### src/sv/hvne_divider.sv
// ----------------------------------------------------------------------------
// hvne_divider: radix-2 restoring divider
// Unsigned 64 by 32 bit quotient, one bit per cycle.
// ----------------------------------------------------------------------------
module hvne_divider (
  input  logic        clk_i,
  input  logic        rst_ni,
  input  logic        start_i,
  input  logic [63:0] num_i,
  input  logic [31:0] den_i,
  output logic        busy_o,
  output logic [63:0] quot_o
);
  logic [63:0] quot_q, quot_d;
  logic [32:0] rem_q, rem_d;
  logic [31:0] den_q, den_d;
  logic [6:0]  cnt_q, cnt_d;
  logic [32:0] trial;

  always_comb begin
    quot_d = quot_q;
    rem_d  = rem_q;
    den_d  = den_q;
    cnt_d  = cnt_q;
    trial  = {rem_q[31:0], quot_q[63]};
    if (start_i) begin
      quot_d = num_i;
      rem_d  = '0;
      den_d  = den_i;
      cnt_d  = 7'd64;
    end else if (cnt_q != 7'd0) begin
      if (trial >= {1'b0, den_q}) begin
        rem_d = trial - {1'b0, den_q};
        quot_d = {quot_q[62:0], 1'b1};
      end else begin
        rem_d = trial;
        quot_d = {quot_q[62:0], 1'b0};
      end
      cnt_d = cnt_q - 7'd1;
    end
  end

  always_ff @(posedge clk_i or negedge rst_ni) begin
    if (!rst_ni) begin
      cnt_q <= '0;
    end else begin
      cnt_q <= cnt_d;
    end
  end

  always_ff @(posedge clk_i) begin
    quot_q <= quot_d;
    rem_q  <= rem_d;
    den_q  <= den_d;
  end

  assign busy_o = (cnt_q != 7'd0) || start_i;
  assign quot_o = quot_q;
endmodule

### config.mk
export PLATFORM = sky130hd
export DESIGN_NAME = hvne_divider
export DESIGN_NICKNAME = d
export VERILOG_FILES = /design/src/sv/hvne_divider.sv
export SDC_FILE = /design/constraint.sdc
export NUM_CORES = 1
export LEC_CHECK = 0
export BUFFER_PORTS_ARGS = -buffer_cell sky130_fd_sc_hd__buf_2
export CAP_MARGIN = 40
export CORE_UTILIZATION = 48
export DETAILED_ROUTE_END_ITERATION = 7
export MAX_ROUTING_LAYER = met4
export PLACE_DENSITY = 0.71
export SETUP_SLACK_MARGIN = 0.02
export SYNTH_ARGS = -nofsm -noshare
export SYNTH_HDL_FRONTEND = slang
export SYNTH_SLANG_ARGS = --single-unit
### constraint.sdc
create_clock -name clk_i -period 3.9 [get_ports clk_i]
set_input_delay 0.195 -clock clk_i [delete_from_list [all_inputs] [get_ports clk_i]]
set_output_delay 0.195 -clock clk_i [all_outputs]
set_load 0.02 [all_outputs]
## After elaboration in Yosys (flattened, before gate mapping)

Cells that the tools add are included.

| cells by class | value |
|---|---|
| add/sub/neg operators | 2 |
| magnitude comparators | 1 |
| mux-type cells | 6 |
| reduce and logical (&&, ||, !) cells | 3 |

Operators by type and width:

| operator | number |
|---|---|
| two-way mux 64 bit | 2 |
| >= comparator 33 x 32 -> 1 bit | 1 |
| two-way mux 32 bit | 1 |
| subtractor 32 bit | 1 |
| two-way mux 7 bit | 2 |
| nonzero test 7 bit | 1 |
| subtractor 7 x 1 -> 7 bit (second input constant) | 1 |
| nonzero test 2 bit | 1 |
| logical OR 1 bit | 1 |
| two-way mux 1 bit | 1 |

| word-level totals | value |
|---|---|
| logic and storage cells | 16 |
| input bits | 99 |
| flip-flop bits (word level) | 135 |
| output and inout port bits | 65 |

## Depth between registers and ports, before layout

Gate-level depths: netlist of the first run.

| depth | value |
|---|---|
| word-level depth | 4 |
| depth in mapped cells | 14 |
| gate-level depth less buffers | 13 |

## Worst setup path before layout of the first run

No wires, ideal clock.

| timing | value |
|---|---|
| kind | reg-to-reg |
| start point | register quot_q[63], in the netlist quot_o[63] |
| end point | register rem_q[28] |
| path buffers | 0 |
| library setup time | 0.079 ns |
| cell stages (with the launch flop) | 14 |
| setup slack | 0.924 ns |
| data arrival time | 2.896 ns |
| clock period less this slack | 2.976 ns |
| required time | 3.821 ns |
| cell sequence | edfxtp_1 inv_1 ha_1 inv_1 fa_1 a211oi_1 o21ai_0 nand3_1 nand2_2 o221ai_4 o21ai_2 or4_1 a31o_1 a211oi_2 |

| between the ends | value |
|---|---|
| longest elaborated chain between the ends | 2 |
| elaborated cells on any way between the ends | 3 |
| classes of those cells | 1 x add/sub; 1 x order compare; 1 x mux |

Ends and longest elaborated chain:

| what | RTL line | RTL |
|---|---|---|
| start: declaration | 14 | `logic [63:0] quot_q, quot_d;` |
| start signal: assignment | 52 | `quot_q <= quot_d;` |
| subtractor 32 bit or >= comparator 33 x 32 -> 1 bit (tied branches) | 33, 32 |  |
| two-way mux 32 bit * | 32 | `if (trial >= {1'b0, den_q}) begin` |
| end signal: assignment | 53 | `rem_q <= rem_d;` |
| end: declaration | 15 | `logic [32:0] rem_q, rem_d;` |

Mark *: on every way between the ends. The rest lies on a longest branch, timed or not.
A chain may end at the register's enable or synchronous reset.

## Final worst setup path of the first run

| timing | value |
|---|---|
| start point | register rem_q[0] |
| end point | register rem_q[19] |

| between the ends | value |
|---|---|
| longest elaborated chain between the ends | 2 |
| elaborated cells on any way between the ends | 3 |
| classes of those cells | 1 x add/sub; 1 x order compare; 1 x mux |

Ends and longest elaborated chain:

| what | RTL line |
|---|---|
| subtractor 32 bit or >= comparator 33 x 32 -> 1 bit (tied branches) | 33, 32 |
| two-way mux 32 bit * | 32 |

Marks and branches as above.

==> results of run 1 <==
[placed cells by master (no fill, tap or decap), drive strengths merged, types with 9 or more instances in the layout]
master / Yosys / routed
nor2: 67 / 67
mux2i: 9 / 9
nand3: 12 / 12
ha: 33 / 33
nand2: 28 / 28
clkbuf: 24 / 19
mux2: 64 / 64
buf: 14 / 168
edfxtp: 96 / 96
a21o: 16 / 16
a211oi: 29 / 29
xnor2: 11 / 11
xor2: 18 / 18
dfxtp: 32 / 32
inv: 41 / 46
dlygate4sd3: 0 / 33
a21oi: 35 / 35
nor3: 22 / 22
o21ai: 22 / 22
[state kept, by name, summed over array words and instances, names as in the netlist]
| signal | count |
|---|---|
| cnt_q | 7 |
| den_q | 32 |
| quot_o | 64 |
| rem_q | 32 |
[per-layer routing]
metal / share of wire / up-vias
met5: 0 / -
li1: - / 2798
met2: 0.48 / 173
met3: 0.055 / 19
met4: 0.015 / 0
met1: 0.45 / 2706
[critical path: cells and delay by family (launching register included)]
kind | cells | cell delay [ns]
AO/OA/AOI/OAI | 5 | 0.91
flip-flops | 1 | 0.42
adder cells (fa/ha/maj) | 1 | 0.28
multiplexers | 1 | 0.22
buffers and inverters | 1 | 0.36
AND/OR/NAND/NOR | 2 | 0.89
[worst min-delay path by stage]
stage	endpoint	slack [ns]	depth (start not counted)	from
detailed placement	cnt_q[4]	0.03	1	rst_ni
finish	quot_o[14]	0.07	2	num_i[14]
global placement	cnt_q[5]	0.03	1	rst_ni
floorplan	cnt_q[0]	-0.10	0	rst_ni
global route	quot_o[20]	0.06	2	num_i[20]
CTS	quot_o[11]	0.05	2	num_i[11]
[kinds of logic after synthesis]
family | count (synthesis) | synth area share
multiplexers | 73 | 0.1113
buffers and inverters | 79 | 0.04517
AND/OR/NAND/NOR | 167 | 0.1079
XOR/XNOR | 29 | 0.03486
adder cells (fa/ha/maj) | 34 | 0.05942
AO/OA/AOI/OAI | 141 | 0.1338
flip-flops | 135 | 0.5076
[power groups by stage]
stage	Sequential (mW)	Combinational (mW)	Clock (mW)
CTS	2.12	2.41	1.62
floorplan	2.26	1.64	0
detailed placement	2.14	2.37	0
global placement	2.12	2.31	0
finish	2.12	2.42	1.59
global route	2.16	2.66	1.68
[cell type report]
class,instances,area (um2),area share
repair buffers,201,1186,0.1302
clock buffers,19,432.9,0.04753
well taps,184,230.2,0.02527
clock inverters,13,146.4,0.01607
inverters,41,153.9,0.01690
multi-input cells,444,3261,0.3580
flip-flops and latches,135,3699,0.4060
[cell usage after synthesis (all sizes together), types with 4 or more instances]
library cell / number / area [um2]
a211oi: 29 / 227.7
o21ai: 22 / 113.9
mux2i: 9 / 90.09
clkbuf: 24 / 90.09
o21a: 7 / 52.55
nand2: 28 / 107.6
xnor2: 11 / 96.34
nand4: 7 / 43.79
nor2b: 4 / 25.02
ha: 33 / 412.9
inv: 41 / 153.9
or3: 5 / 31.28
nor2: 67 / 251.5
mux2: 64 / 720.7
nor3: 22 / 110.1
dfxtp: 32 / 640.6
a21oi: 35 / 175.2
dfrtp: 7 / 175.2
a21o: 16 / 120.1
and3: 7 / 43.79
edfxtp: 96 / 2883
a31oi: 5 / 31.28
nand3: 12 / 60.06
o21bai: 4 / 30.03
xor2: 18 / 157.7
buf: 14 / 85.08
[through the flow]
stage | std cells | util | power, mW
global route | 1037 | 0.6197 | 6.494
detailed placement | 972 | 0.5578 | 4.510
floorplan | 658 | - | 3.902
CTS | 1037 | 0.6197 | 6.147
global placement | 972 | 0.5578 | 4.439
finish | 1037 | 0.6197 | 6.133
==> results.py, run 1 <==
metrics = {
    "cells_and_area": {
        "fillers": 1194,
        "nets": 973,
        "syn_to_final_growth_pct": 25.02,
        "layout-drive-gt1-share": 0.3189,
        "antennaDiodeCount": 0,
        "design_area_mm2": 0.009109,
    },
    "grt": {
        "use_met3": 0.05135,
        "grt_max_degree": 66,
        "grt_pass1_wl_mm": 27.50,
        "top_usage_layer": "met2",
        "grt_pass1_vias": 5756,
        "gr-usage-met2": 0.3723,
        "grt_usage": 0.2263,
        "gr-usage-met1": 0.2761,
        "overflow": 0,
        "grt_antenna_before_repair": 0,
    },
    "critical_path": {
        "rr_worst_depth": 10,
        "slowest_stage": "and3_2",
        "required_ns": 4.16,
        "start_kind": "register",
        "path_max_fanout": 40,
        "crit_path_max_incr_delay_ns": 0.74,
        "end_kind": "register",
        "crit_type": "reg -> reg",
        "r2r-start": "rem_q[0]",
        "reg2reg_setup_slack_ns": 0.64,
        "r2r_end": "rem_q[19]",
        "worstPathArrival_ns": 3.52,
        "critical_path.cell_chain": "ha_1 -> nor2b_1 -> o31a_1 -> o211ai_1 -> a211oi_2 -> o211ai_1 -> and3_2 -> buf_4 -> mux2i_1 -> a211oi_1",
        "crit_path_start": "rem_q[0]",
        "path_common_cell": "o211ai_1",
        "cp-endpoint": "rem_q[19]",
    },
    "pwr": {
        "peakVddDrop_mv": 0.4465,
        "leakagePower_nw": 4.078,
        "p_clk_frac": 0.259,
        "p_switching_mw": 2.266,
        "power.density_mw_per_mm2": 673.3,
        "internal_power_mw": 3.867,
        "switching_share": 0.3695,
        "comb_power_share": 0.395,
        "p_seq_frac": 0.345,
    },
    "routing": {
        "drtAntennaViolNets": 0,
        "vias": 5696,
        "drc": 0,
        "viasPerCell": 5.493,
        "dr.pass1.iters": 7,
        "drt_wl_total_mm": 16.88,
        "drt-wirelength-per-cell_um": 16.28,
        "drt_iter0_markers": 283,
    },
    "place": {
        "dp_hpwl_mm": 11.76,
        "dpl-instance-area_mm2": 0.008199,
        "gp_congestion": 0.8817,
        "place_ws_ns": 0.6798,
        "io_buffers": 163,
    },
    "clocking": {
        "cts-root-buf": "clkbuf_16",
        "cts_resized": 0,
        "cts_made_buffers": 17,
        "clk_pin_slew_ns": 0.06,
        "cts_setup_buffers": 0,
        "ctsHtreeMaxLevel": 4,
        "cts_buffer_depth": 2,
        "cts.sinks": 135,
        "cts_hold_buf": 33,
        "cts_tree": "built",
        "insertion_delay_ns": 0.43,
    },
    "floorplan": {
        "start_util": 0.4957,
        "fp-row-count": 44,
        "ios": 164,
        "dieArea_mm2": 0.01568,
        "core_region_area_mm2": 0.01470,
        "die_w_um": 125.2,
        "fp.dieH_um": 125.2,
    },
    "synthesis": {
        "syn_area_mm2": 0.007286,
        "synth.distinct_cells": 57,
        "avgSynthCellArea_um2": 11.07,
        "ys.flop_type": "edfxtp_1",
        "ys_seq_area_frac": 0.5076,
        "ys_ff_latch": 135,
        "syn-num-nets": 791,
        "synth-edff-count": 96,
        "async_flop_share": 0.05185,
        "synthCells": 658,
        "yosys_warnings": 0,
    },
    "timing": {
        "fmax_mhz": 306.7,
        "holdWs_ns": 0.06722,
        "setup_ws_ns": 0.6398,
        "period_minus_slack_ns": 3.260,
        "finalHoldViolCount": 0,
        "worst_pin_slew_ns": 0.8550,
        "tns_ns": 0,
        "finalCritPeriodShare": 0.8359,
        "relSlewSlack": 0.4300,
        "setup_viol": 0,
        "rsz0062_at_grt": "false",
        "drv_slew": 0,
        "fin_skew_ns": 0.01226,
    },
    "status": {
        "status": "completed",
    },
    "flow_run": {
        "maxCapViolCount": 0,
    },
    "worst_hold_path": {
        "holdCritPathClass": "in -> reg",
    },
}
Power figures use the tool's default switching activity.
==> run 2: changes to the inputs <==
--- a/config.mk
+++ b/config.mk
@@ -10,7 +10,7 @@
 export CORE_UTILIZATION = 48
 export DETAILED_ROUTE_END_ITERATION = 7
 export MAX_ROUTING_LAYER = met4
-export PLACE_DENSITY = 0.71
+export PLACE_DENSITY = 0.74
 export SETUP_SLACK_MARGIN = 0.02
 export SYNTH_ARGS = -nofsm -noshare
 export SYNTH_HDL_FRONTEND = slang
==> constraint.sdc (replaced) <==
create_clock -name clk_i -period 2.8 [get_ports clk_i]
set_input_delay 0.14 -clock clk_i [delete_from_list [all_inputs] [get_ports clk_i]]
set_output_delay 0.14 -clock clk_i [all_outputs]
set_load 0.02 [all_outputs]
==> run 2 against run 1 <==
  * Combinational power increased by 73%
  * Non-clock buffer count grew 45
  * Die area unchanged
  * Sequential share of layout area down 3.1 points
  * Core utilization rose by 5.1 points
  * Power rose by 52%
  * Clock-buffer cell count unchanged
  * Worst setup slack got worse by 0.56 ns
==> results.py, run 2 (synthesized netlist as in run 1, its figures left out) <==
metrics = {
    "timing": {
        "fmax_mhz": 368.2,
        "finalHoldViolCount": 0,
        "fin_skew_ns": 0.01113,
        "holdWs_ns": 0.01312,
        "tns_ns": 0,
        "setup_ws_ns": 0.08375,
        "finalCritPeriodShare": 0.9701,
        "period_minus_slack_ns": 2.716,
        "rsz0062_at_grt": "true",
        "setup_viol": 0,
        "drv_slew": 0,
        "relSlewSlack": 0.6043,
        "worst_pin_slew_ns": 0.5936,
    },
    "clocking": {
        "insertion_delay_ns": 0.42,
        "cts_tree": "built",
        "cts_made_buffers": 17,
        "cts.sinks": 135,
        "cts_buffer_depth": 2,
        "ctsHtreeMaxLevel": 4,
        "clk_pin_slew_ns": 0.06,
        "cts-root-buf": "clkbuf_16",
    },
    "routing": {
        "drt_iter0_markers": 353,
        "drt-wirelength-per-cell_um": 16.74,
        "dr.pass1.iters": 7,
        "drc": 0,
        "drtAntennaViolNets": 0,
        "viasPerCell": 5.570,
        "vias": 6032,
        "drt_wl_total_mm": 18.13,
    },
    "pwr": {
        "p_clk_frac": 0.235,
        "leakagePower_nw": 4.360,
        "comb_power_share": 0.448,
        "peakVddDrop_mv": 0.5774,
        "switching_share": 0.3649,
        "p_seq_frac": 0.317,
        "power_mw": 9.348,
        "internal_power_mw": 5.936,
        "p_switching_mw": 3.411,
        "power.density_mw_per_mm2": 948.1,
    },
    "critical_path": {
        "slowest_stage": "edfxtp_1",
        "worstPathArrival_ns": 3.00,
        "required_ns": 3.09,
        "end_kind": "register",
        "critical_path.cell_chain": "inv_2 -> ha_4 -> nor2b_4 -> o31a_1 -> o211ai_1 -> a211oi_2 -> o211ai_1 -> and3_4 -> buf_12 -> buf_12 -> nor3_4 -> a211oi_2 -> nor3_1",
        "crit_path_max_incr_delay_ns": 0.38,
        "path_max_fanout": 8,
        "start_kind": "register",
        "crit_type": "reg -> reg",
    },
    "worst_hold_path": {
        "holdCritPathClass": "in -> reg",
    },
    "place": {
        "dpl-instance-area_mm2": 0.008394,
        "dp_hpwl_mm": 12.08,
        "io_buffers": 163,
        "dp.cells": 992,
        "place_ws_ns": -0.05635,
        "gp_congestion": 0.8970,
    },
    "grt": {
        "grt_max_degree": 108,
        "grt_usage": 0.2381,
        "grt_pass1_vias": 6071,
        "grt_antenna_before_repair": 0,
        "overflow": 0,
        "grt_pass1_wl_mm": 28.73,
    },
    "floorplan": {
        "start_util": 0.4957,
        "die_w_um": 125.2,
        "ios": 164,
        "core_region_area_mm2": 0.01470,
        "fp.dieH_um": 125.2,
        "dieArea_mm2": 0.01568,
        "fp-row-count": 44,
    },
    "cells_and_area": {
        "design_area_mm2": 0.009859,
        "final_cells": 1083,
        "largest_reg_flops": 64,
        "nets": 1019,
        "fin_util": 0.6708,
        "antennaDiodeCount": 0,
        "layout_commonest_cell": "buf_2",
        "syn_to_final_growth_pct": 35.33,
        "layout-drive-gt1-share": 0.4049,
        "layout_common_cells": "buf_2, edfxtp_1, mux2_2, nor2_1, buf_4",
    },
    "flow_run": {
        "maxCapViolCount": 0,
    },
    "status": {
        "status": "completed",
    },
}
==> run 2: worst paths after layout <==
kind                           from   endpoint  slack, ns  depth (start not counted)
min in group asynchronous    rst_ni   cnt_q[3]       0.08                          2
max in group asynchronous    rst_ni   cnt_q[2]       2.56                          2
min                        num_i[2]  quot_o[2]       0.01                          2
max                        den_q[1]   rem_q[4]       0.08                         13
min reg2reg                rem_q[2]   rem_q[2]       0.52                          2
max reg2reg                den_q[1]   rem_q[4]       0.08                         13
==> run 2: timing repair <==
item	4_1_cts	5_1_grt
gates cloned	0	1
buffers inserted	13	13
hold buffers	33	0
pin swaps	10	42
setup endpoints to repair	10	32
hold endpoints to repair	39	0
gates resized for setup	6	70
==> run 2: area by class of cell <==
type,instances,area [um2]
Tap cell,184,230.2
Multi-Input combinational cell,445,3590
Timing Repair Buffer,246,1608
Clock inverter,13,145.1
Sequential cell,135,3700
Fill cell,1088,4840
Inverter,41,153.9
Clock buffer,19,432.9
==> run 2: worst max-delay path, delay by kind of cell (launching register included) <==
kind | cells | cell delay [ns]
and+or+nand+nor | 4 | 0.50
DFF | 1 | 0.38
buffers and inverters | 3 | 0.36
AOI/OAI and AO/OA | 5 | 1.13
adders and majority gates | 1 | 0.20
==> run 2: power by group through the flow <==
stage / Combinational (mW) / Sequential [mW] / Clock, mW
final: 4.19 / 2.96 / 2.19
after global placement: 3.34 / 2.94 / 0
after CTS: 3.56 / 2.94 / 2.23
after detailed placement: 3.43 / 2.96 / 0
after floorplan: 2.29 / 3.15 / 0
after global routing: 4.54 / 3.02 / 2.32
==> run 2: per-layer routing <==
metal	share of wire	up-vias	track usage
li1	-	2881	-
met5	0	-	-
met3	0.056	35	0.05605
met4	0.019	0	0.08537
met1	0.42	2919	0.2758
met2	0.50	197	0.4035
